`config.mk`:
```
export PLATFORM = sky130hd
export DESIGN_NAME = escape_key_decoder_cursor
export DESIGN_NICKNAME = d
export VERILOG_FILES = /design/src/hdl/ekd_pkg.sv /design/src/hdl/escape_key_decoder_cursor.sv
export SDC_FILE = /design/constraint.sdc
export NUM_CORES = 1
export LEC_CHECK = 0
export BUFFER_PORTS_ARGS = -buffer_cell sky130_fd_sc_hd__buf_2
export CAP_MARGIN = 20
export CELL_PAD_IN_SITES_DETAIL_PLACEMENT = 1
export CELL_PAD_IN_SITES_GLOBAL_PLACEMENT = 1
export CORE_UTILIZATION = 50
export CTS_BUF_LIST = sky130_fd_sc_hd__clkbuf_2 sky130_fd_sc_hd__clkbuf_4 sky130_fd_sc_hd__clkbuf_8
export DETAILED_ROUTE_END_ITERATION = 8
export PLACE_DENSITY = 0.87
export SKIP_CTS_REPAIR_TIMING = 1
export SLEW_MARGIN = 10
export SYNTH_ARGS = -nofsm -noshare
export SYNTH_HDL_FRONTEND = slang
export SYNTH_SLANG_ARGS = --single-unit
```
`constraint.sdc`:
```
create_clock -name clk -period 7.2 [get_ports clk]
set_input_delay 0.72 -clock clk [delete_from_list [all_inputs] [get_ports clk]]
set_output_delay 0.72 -clock clk [all_outputs]
set_load 0.005 [all_outputs]
```
`src/hdl/ekd_pkg.sv`:
```
// package: word types and key codes for the escape key decoder
`timescale 1ns / 1ps
`default_nettype none

package ekd_pkg;

  // configuration register indexes
  localparam int unsigned CFG_ADDR_W = 1;
  localparam logic [CFG_ADDR_W-1:0] CFG_SCREEN_COLS = 1'd0;
  localparam logic [CFG_ADDR_W-1:0] CFG_SCREEN_ROWS = 1'd1;
  localparam int unsigned CFG_DATA_W = 10;

  localparam logic [9:0] COLS_RESET = 10'd80;
  localparam logic [9:0] ROWS_RESET = 10'd24;
  localparam logic [9:0] POS_MAX    = 10'h3ff;

  // input command codes
  localparam logic CMD_BYTE    = 1'b0;
  localparam logic CMD_TIMEOUT = 1'b1;

  // special bytes
  localparam logic [7:0] BYTE_ESC   = 8'h1b;
  localparam logic [7:0] BYTE_QUIT  = 8'h11;
  localparam logic [7:0] BYTE_LBRK  = 8'h5b;
  localparam logic [7:0] BYTE_TILDE = 8'h7e;
  localparam logic [7:0] BYTE_ZERO  = 8'h30;
  localparam logic [7:0] BYTE_NINE  = 8'h39;
  localparam logic [7:0] BYTE_FIVE  = 8'h35;
  localparam logic [7:0] BYTE_SIX   = 8'h36;
  localparam logic [7:0] BYTE_A     = 8'h41;
  localparam logic [7:0] BYTE_B     = 8'h42;
  localparam logic [7:0] BYTE_C     = 8'h43;
  localparam logic [7:0] BYTE_D     = 8'h44;

  // decoded key codes
  localparam logic [8:0] KC_ESC   = 9'd27;
  localparam logic [8:0] KC_QUIT  = 9'd17;
  localparam logic [8:0] KC_LEFT  = 9'd256;
  localparam logic [8:0] KC_RIGHT = 9'd257;
  localparam logic [8:0] KC_UP    = 9'd258;
  localparam logic [8:0] KC_DOWN  = 9'd259;
  localparam logic [8:0] KC_PGUP  = 9'd260;
  localparam logic [8:0] KC_PGDN  = 9'd261;

  typedef struct packed {
    logic       cmd;
    logic [7:0] rx_byte;
  } in_word_t;

  typedef struct packed {
    logic [8:0] key_code;
    logic [9:0] cursor_col;
    logic [9:0] cursor_row;
    logic       quit;
  } out_word_t;

endpackage

`default_nettype wire

```
`src/hdl/escape_key_decoder_cursor.sv`:
```
// top level: terminal escape sequence decoder with cursor tracking
//
//   port group | dir  | handshake         | word
//   in_*       | in   | in_valid/in_ready | ekd_pkg::in_word_t (cmd, rx_byte)
//   out_*      | out  | out_valid/out_ready| ekd_pkg::out_word_t (key, col, row, quit)
//   cfg_*      | in   | cfg_we only       | index cfg_addr, data cfg_wdata
//
// one input word per cycle while in_ready is high; its key word, if any,
// shows in the output register the cycle after acceptance
// the input is taken while the output register is empty or being drained
// a stalled output word holds the input side only through in_ready
// synchronous active-low reset: parser idle, cursor at 0,0, screen 80x24
`timescale 1ns / 1ps
`default_nettype none

module escape_key_decoder_cursor (
  input  wire                                 clk,
  input  wire                                 rst_n,
  input  wire                                 in_valid,
  output logic                                in_ready,
  input  wire ekd_pkg::in_word_t              in_data,
  output logic                                out_valid,
  input  wire                                 out_ready,
  output ekd_pkg::out_word_t                  out_data,
  input  wire                                 cfg_we,
  input  wire [ekd_pkg::CFG_ADDR_W-1:0]       cfg_addr,
  input  wire [ekd_pkg::CFG_DATA_W-1:0]       cfg_wdata
);

  typedef enum logic [1:0] {
    PH_IDLE,
    PH_ESC,
    PH_SEQ1,
    PH_DIGIT
  } phase_t;

  phase_t             phase_r, phase_nxt;
  logic               brk_r, brk_nxt;
  logic [7:0]         digit_r, digit_nxt;
  logic [9:0]         col_r, col_nxt;
  logic [9:0]         row_r, row_nxt;
  logic [9:0]         cols_r, rows_r;
  logic               out_valid_r, out_valid_nxt;
  ekd_pkg::out_word_t out_word_r;

  logic       in_fire;
  logic       emit;
  logic [8:0] key;
  logic [7:0] b;
  logic [9:0] last_row;
  logic       can_down;

  assign in_ready  = !out_valid_r || out_ready;
  assign in_fire   = in_valid && in_ready;
  assign out_valid = out_valid_r;
  assign out_data  = out_word_r;
  assign b         = in_data.rx_byte;
  assign last_row  = rows_r - 10'd1;
  assign can_down  = (row_r != last_row) && (row_r != ekd_pkg::POS_MAX);

  // configuration registers
  always_ff @(posedge clk) begin
    if (!rst_n) begin
      cols_r <= ekd_pkg::COLS_RESET;
      rows_r <= ekd_pkg::ROWS_RESET;
    end else if (cfg_we) begin
      unique case (cfg_addr)
        ekd_pkg::CFG_SCREEN_COLS: cols_r <= cfg_wdata;
        ekd_pkg::CFG_SCREEN_ROWS: rows_r <= cfg_wdata;
        default: ;
      endcase
    end
  end

  // sequence parser
  always_comb begin
    emit      = 1'b0;
    key       = ekd_pkg::KC_ESC;
    phase_nxt = phase_r;
    brk_nxt   = brk_r;
    digit_nxt = digit_r;
    if (in_data.cmd == ekd_pkg::CMD_TIMEOUT) begin
      if (phase_r != PH_IDLE) begin
        emit      = 1'b1;
        phase_nxt = PH_IDLE;
      end
    end else begin
      unique case (phase_r)
        PH_IDLE: begin
          if (b == ekd_pkg::BYTE_ESC) begin
            phase_nxt = PH_ESC;
          end else begin
            emit = 1'b1;
            key  = {1'b0, b};
          end
        end
        PH_ESC: begin
          brk_nxt   = (b == ekd_pkg::BYTE_LBRK);
          phase_nxt = PH_SEQ1;
        end
        PH_SEQ1: begin
          digit_nxt = b;
          phase_nxt = PH_IDLE;
          if (brk_r && b >= ekd_pkg::BYTE_ZERO && b <= ekd_pkg::BYTE_NINE) begin
            phase_nxt = PH_DIGIT;
          end else begin
            emit = 1'b1;
            priority if (brk_r && b == ekd_pkg::BYTE_A) key = ekd_pkg::KC_UP;
            else if (brk_r && b == ekd_pkg::BYTE_B) key = ekd_pkg::KC_DOWN;
            else if (brk_r && b == ekd_pkg::BYTE_C) key = ekd_pkg::KC_RIGHT;
            else if (brk_r && b == ekd_pkg::BYTE_D) key = ekd_pkg::KC_LEFT;
            else key = ekd_pkg::KC_ESC;
          end
        end
        PH_DIGIT: begin
          phase_nxt = PH_IDLE;
          emit      = 1'b1;
          priority if (b == ekd_pkg::BYTE_TILDE && digit_r == ekd_pkg::BYTE_FIVE)
            key = ekd_pkg::KC_PGUP;
          else if (b == ekd_pkg::BYTE_TILDE && digit_r == ekd_pkg::BYTE_SIX)
            key = ekd_pkg::KC_PGDN;
          else key = ekd_pkg::KC_ESC;
        end
        default: phase_nxt = PH_IDLE;
      endcase
    end
  end

  // cursor movement for arrow keys
  always_comb begin
    col_nxt = col_r;
    row_nxt = row_r;
    if (emit) begin
      priority case (key)
        ekd_pkg::KC_LEFT: begin
          if (col_r != 10'd0) begin
            col_nxt = col_r - 10'd1;
          end else if (row_r != 10'd0) begin
            col_nxt = cols_r;
            row_nxt = row_r - 10'd1;
          end
        end
        ekd_pkg::KC_RIGHT: begin
          if (col_r < cols_r) begin
            col_nxt = col_r + 10'd1;
          end else if (can_down) begin
            col_nxt = 10'd0;
            row_nxt = row_r + 10'd1;
          end else begin
            col_nxt = cols_r;
          end
        end
        ekd_pkg::KC_UP: begin
          if (row_r != 10'd0) row_nxt = row_r - 10'd1;
        end
        ekd_pkg::KC_DOWN: begin
          if (can_down) row_nxt = row_r + 10'd1;
        end
        default: ;
      endcase
    end
  end

  // output register occupancy
  always_comb begin
    if (in_fire && emit) out_valid_nxt = 1'b1;
    else if (out_ready)  out_valid_nxt = 1'b0;
    else                 out_valid_nxt = out_valid_r;
  end

  // parser and cursor state, output word
  always_ff @(posedge clk) begin
    if (!rst_n) begin
      phase_r     <= PH_IDLE;
      brk_r       <= 1'b0;
      digit_r     <= 8'd0;
      col_r       <= 10'd0;
      row_r       <= 10'd0;
      out_valid_r <= 1'b0;
    end else begin
      out_valid_r <= out_valid_nxt;
      if (in_fire) begin
        phase_r <= phase_nxt;
        brk_r   <= brk_nxt;
        digit_r <= digit_nxt;
        col_r   <= col_nxt;
        row_r   <= row_nxt;
      end
    end
  end

  always_ff @(posedge clk) begin
    if (in_fire && emit) begin
      out_word_r.key_code   <= key;
      out_word_r.cursor_col <= col_nxt;
      out_word_r.cursor_row <= row_nxt;
      out_word_r.quit       <= (key == ekd_pkg::KC_QUIT);
    end
  end

  // quit flag goes only with ctrl-q
  a_quit_key: assert property (@(posedge clk) disable iff (!rst_n)
    out_valid_r && out_word_r.quit |-> out_word_r.key_code == ekd_pkg::KC_QUIT)
    else $error("quit flag without ctrl-q key");

  // key codes that leave the block never exceed KC_PGDN
  a_key_range: assert property (@(posedge clk) disable iff (!rst_n)
    out_valid_r |-> out_word_r.key_code <= ekd_pkg::KC_PGDN)
    else $error("key code out of range");

  // timeout while idle yields no word
  a_idle_timeout: assert property (@(posedge clk) disable iff (!rst_n)
    in_fire && in_data.cmd == ekd_pkg::CMD_TIMEOUT && phase_r == PH_IDLE
      |=> !out_valid_r)
    else $error("word produced by idle timeout");

  // escape byte while idle starts a sequence
  a_esc_start: assert property (@(posedge clk) disable iff (!rst_n)
    in_fire && in_data.cmd == ekd_pkg::CMD_BYTE && phase_r == PH_IDLE
      && in_data.rx_byte == ekd_pkg::BYTE_ESC |=> phase_r == PH_ESC && !out_valid_r)
    else $error("escape byte did not start a sequence");

endmodule

`default_nettype wire
```
=== Word-level counts from Yosys, hierarchy flattened ===
Cells that the tools add are included.

* Output and inout bits: 32
* Bits of input ports: 25
* Logic and storage cells: 100
* Register bits after elaboration: 82

* Bitwise operators: 2
* Reduce and logical (&&, ||, !) cells: 23
* Magnitude comparators: 3
* $add $sub $neg: 5
* Muxes and demuxes: 34
* Eq/ne operators: 21

{| class="wikitable"
|+ Operators by type and width
! operator !! number
|-
| $mux 10 || 10
|-
| $mux 9 || 8
|-
| $eq 8x7->1 const B || 6
|-
| $pmux 10 s4 || 1
|-
| $eq 9x9->1 const B || 4
|-
| $sub 10x1->10 const B || 3
|-
| $pmux 9 s3 || 1
|-
| $add 10x1->10 const B || 2
|-
| $pmux 10 s2 || 1
|-
| $reduce_bool 10->1 || 2
|-
| $eq 8x6->1 const B || 2
|-
| $logic_and 1x1->1 || 11
|-
| $lt 10x10->1 || 1
|-
| $ne 10x10->1 || 1
|-
| $ne 10x10->1 const B || 1
|-
| $eq 9x5->1 const B || 1
|-
| $reduce_and 3->1 || 3
|-
| $eq 8x5->1 const B || 1
|-
| $ge 8x6->1 const B || 1
|-
| $le 8x6->1 const B || 1
|-
| $mux 2 || 4
|-
| $mux 8 || 1
|-
| $pmux 2 s4 || 1
|-
| $mux 1 || 6
|-
| 11 further kinds || 15
|}

=== Depth between registers and ports, before layout ===
* Word-level depth: 12
* Mapped depth: 13
* Depth with buffers taken out: 10

=== Worst setup path after synthesis ===
No wires, ideal clock.

* Path kind: in2reg
* From: in in_data[2] (netlist name)
* To: reg out_word_r (netlist bit out_data[0]) (enable)
* Setup slack: 3,928 ps
* Path buffers: 1
* Required time: 6,763 ps
* Library setup time: 437 ps
* Stages: 6
* Arrival time: 2,834 ps
* Path through: buf_2 nand2b_1 nor3_1 nand2_1 nand3_1 a31oi_1

* Cells in the longest elaborated chain, start to end: 7
* Elaborated cells between the ends (all ways): 10
* Classes of those cells: 2 x order compare; 1 x eq/ne; 4 x mux; 3 x reduce/logical

{| class="wikitable"
|+ Ends and longest elaborated chain
! what !! RTL line !! text
|-
| from (decl) || escape_key_decoder_cursor.sv:21 || <nowiki>input wire ekd_pkg::in_word_t in_data,</nowiki>
|-
| $ge 8x6->1 || escape_key_decoder_cursor.sv:104 || <nowiki>if (brk_r && b >= ekd_pkg::BYTE_ZERO && b <= ekd_pkg::BYTE_NINE) begin</nowiki>
|-
| $logic_and 1x1->1 (2 in a row) || escape_key_decoder_cursor.sv:104 ||
|-
| $mux 1 || escape_key_decoder_cursor.sv:104 ||
|-
| $pmux 1 s3 * || escape_key_decoder_cursor.sv:88 || <nowiki>unique case (phase_r)</nowiki>
|-
| $mux 1 * || escape_key_decoder_cursor.sv:82 || <nowiki>if (in_data.cmd == ekd_pkg::CMD_TIMEOUT) begin</nowiki>
|-
| $logic_and 1x1->1 * || escape_key_decoder_cursor.sv:193 || <nowiki>if (in_fire && emit) begin</nowiki>
|-
| to (decl) || escape_key_decoder_cursor.sv:44 || <nowiki>ekd_pkg::out_word_t out_word_r;</nowiki>
|}

Every way passes the cells marked *; elsewhere a longest branch is shown, timed or not.
A chain may end at the register's enable or synchronous reset.

=== Final worst setup path ===
* From: reg phase_r[1]
* To: reg out_word_r (netlist bit out_data[8]), data pin

* Cells in the longest elaborated chain, start to end: 6
* Elaborated cells between the ends (all ways): 15
* Classes of those cells: 6 x eq/ne; 7 x mux; 2 x reduce/logical

{| class="wikitable"
|+ Ends and longest elaborated chain
! what !! RTL line !! text
|-
| from (decl) || escape_key_decoder_cursor.sv:37 || <nowiki>phase_t phase_r, phase_nxt;</nowiki>
|-
| from (signal assigned) || escape_key_decoder_cursor.sv:183 || <nowiki>phase_r <= phase_nxt;</nowiki>
|-
| $eq 2x2->1 / $logic_not 2->1 (equally long branches) || escape_key_decoder_cursor.sv:88 ||
|-
| $pmux 9 s3 || escape_key_decoder_cursor.sv:88 ||
|-
| $mux 9 || escape_key_decoder_cursor.sv:82 ||
|-
| $eq 9x9->1 || escape_key_decoder_cursor.sv:134 || <nowiki>priority case (key)</nowiki>
|-
| $pmux 10 s4 || escape_key_decoder_cursor.sv:134 ||
|-
| $mux 10 * || escape_key_decoder_cursor.sv:133 || <nowiki>if (emit) begin</nowiki>
|-
| via row_nxt[7] || escape_key_decoder_cursor.sv:41 || <nowiki>logic [9:0] row_r, row_nxt;</nowiki>
|}

Mark *: on every way through the listed nets, which the timed path passes. The rest lies on a longest branch.

==> flow_metrics.py <==
metrics = {
    "floorplan": {
        "dieWidth_um": 107.5,
        "placementRows": 38,
        "coreArea_um2": 10840,
        "die_area_um2": 11560,
        "initial_core_util": 0.5137,
        "io_pins": 57,
        "die_y_um": 107.5,
    },
    "critical_path": {
        "crit_fanout": 15,
        "critPathLaunchType": "flop",
        "arrival_ns": 3.96,
        "r2r_setup_slack_ns": 3.47,
        "r2r-start": "phase_r[1]",
        "crit_end": "out_data[8]",
        "cp-startpoint": "phase_r[1]",
        "worstSetupPathType": "flop to flop",
        "required_ns": 7.43,
        "cp-end-kind": "flop",
        "reg2regPathDepth": 7,
        "reg2reg_to": "out_data[8]",
    },
    "routing": {
        "drt_iter0_markers": 483,
        "wl_per_cell_um": 21.31,
        "antenna_left": 0,
        "drc_errors": 0,
        "dr_total_vias": 5629,
        "drt_pass1_iterations": 5,
        "routed_wl_um": 18410,
        "viasPerCell": 6.515,
    },
    "global_routing": {
        "antenna_found_initial": 0,
        "overflow": 0,
        "grt_max_degree": 24,
        "grt_pass1_wl_um": 29770,
        "grt_pass1_vias": 5681,
        "grtUsageTotal": 0.3335,
    },
    "clock_tree": {
        "clock-sinks": 82,
        "cts_tree": "done",
        "insertion_delay_ns": 0.37,
        "path_clk_slew_ns": 0.09,
        "htree_levels": 3,
        "clockBufferDepth": 2,
        "clk_root_buffer_cell": "clkbuf_8",
        "cts_buffers": 9,
    },
    "run_status": {
        "outcome": "completed",
    },
    "timing": {
        "hold_viol_final": 0,
        "worstMarginPinSlew_ns": 1.057,
        "final.setup.worst_slack_ns": 3.470,
        "post-route-min-period_ns": 3.730,
        "slew_viol_final": 0,
        "fin_tns_setup_ns": 0,
        "max_freq_mhz": 268.1,
        "rsz0062_at_grt": "false",
        "finalSetupViolCount": 0,
        "hold_ws_ns": 0.5009,
        "clock_skew_ns": 0.009342,
        "relSlewSlack": 0.2894,
        "period_share": 0.5180,
    },
    "logic_synthesis": {
        "synth.area.top_cells": "dfxtp_1, edfxtp_1, nand2_1",
        "synth_edf_count": 30,
        "yosysTopAreaCell": "dfxtp_1",
        "postSynthAreaPerCell_um2": 8.059,
        "yosysWarnings": 0,
        "ys_ff_latch": 82,
        "synth_cell_types": 81,
        "synth_area_um2": 5569,
        "synth_top_area_share": 0.1869,
        "synth-seq-area-share": 0.3487,
        "synthFlopType": "dfxtp_1",
        "synth_fp_nets": 730,
        "async_reset_ff_frac": 0,
        "synth_cells": 691,
    },
    "cells_and_area": {
        "drive_gt1_frac": 0.1492,
        "final_cell_mix": "nand2_1, buf_2, nor2_1, dfxtp_1, a21oi_1",
        "final_common_cell": "nand2_1",
        "layout.nets": 758,
        "fin_util": 0.5719,
        "antenna_cells": 0,
        "syn_to_final_growth_pct": 11.32,
        "final_area_um2": 6200,
    },
    "pwr": {
        "p_sw_frac": 0.2619,
        "pwr-share-seq": 0.460,
        "p_comb_frac": 0.141,
        "max-vdd-ir-drop_v": 0.00009373,
        "p_sw_w": 0.0002965,
        "powerDensity_nw_per_um2": 182.6,
        "p_int_w": 0.0008358,
        "pwr-share-clk": 0.399,
        "p_leak_nw": 2.305,
    },
    "placed_design": {
        "pre_cts_slack_ns": 3.294,
        "place_area_um2": 5929,
        "place_congestion": 0.9762,
        "dp_hpwl_um": 13480,
        "io_buffers": 56,
    },
    "worst_hold_path": {
        "hold_path_class": "flop to flop",
        "hp-start": "cols_r[3]",
    },
    "job": {
        "drv_cap": 0,
    },
}
## worst max-delay path, stage by stage, from the launching register on
cell and delay, ns:
dfxtp_1 0.68, or3b_1 0.45, a2111oi_4 0.90, nand3_1 0.52
a211o_1 0.55, o211ai_1 0.27, nor3_1 0.09, a21oi_1 0.12
## routing by layer
metal  up-vias  track usage  wire length (um)
met5         -            0                 0
met4         0       0.1331               408
li1       2593            -                 -
met2       213       0.5430              8914
met3        36      0.05508              1026
met1      2787       0.4387              8063
## layout make-up
cell class                 instances  area [um^2]
clock inverter                     5        125.1
inverter                          35        131.4
timing repair buffer              64        372.9
sequential                        82         1942
fill                            1347         4641
tap                              140        175.2
clock buffer                      11        145.1
multi-input combinational        527         3308
## sequential cells by signal, summed over array words and instances (netlist names)
register / flops
brk_r: 1
col_r: 10
cols_r: 10
digit_r: 8
out_data: 30
out_valid: 1
phase_r: 2
row_r: 10
rows_r: 10
## power by group through the flow
stage                     registers, W  clock network (W)  logic [W]
after floorplan               0.000520                  0   0.000109
after global placement        0.000531                  0   0.000147
after detailed placement      0.000531                  0   0.000156
after CTS                     0.000521           0.000457   0.000157
after global routing          0.000524           0.000473   0.000175
final                         0.000521           0.000452   0.000159
## logic make-up (layout without fill, tap and decap cells)
group                      count (synthesis)  in the layout  share of synthesized area
adders and majority gates                 14             14                    0.03145
and+or+nand+nor                          286            286                     0.2624
AOI/OAI and AO/OA                        191            191                     0.2364
DFF                                       82             82                     0.3487
muxes                                     16             16                    0.02966
xor gates and xnor gates                  20             20                    0.03145
buffers and inverters                     82            115                    0.05999
## Yosys cell counts, drive strengths merged (12+ instances only)
cell	number
a21oi	47
nor2	53
nand3	33
clkbuf	33
nand2	95
inv	35
a31oi	17
dfxtp	52
xnor2	12
edfxtp	30
buf	14
o21ai	36
nor3	25
ha	14
mux2i	12
## how the worst min path moves through the flow
stage                            end  depth (start not counted)
after CTS                  rows_r[8]                          2
after detailed placement  digit_r[3]                          2
after global routing       rows_r[8]                          2
after global placement    digit_r[7]                          2
after floorplan            rows_r[9]                          2
final                      cols_r[3]                          2
## through the flow
step / total power, W / std cells
floorplan: 0.0006294 / 691
global placement: 0.0006774 / 846
detailed placement: 0.0006873 / 848
CTS: 0.001135 / 864
global route: 0.001171 / 864
finish: 0.001132 / 864
Note: power is estimated with default switching activity, not from simulation.
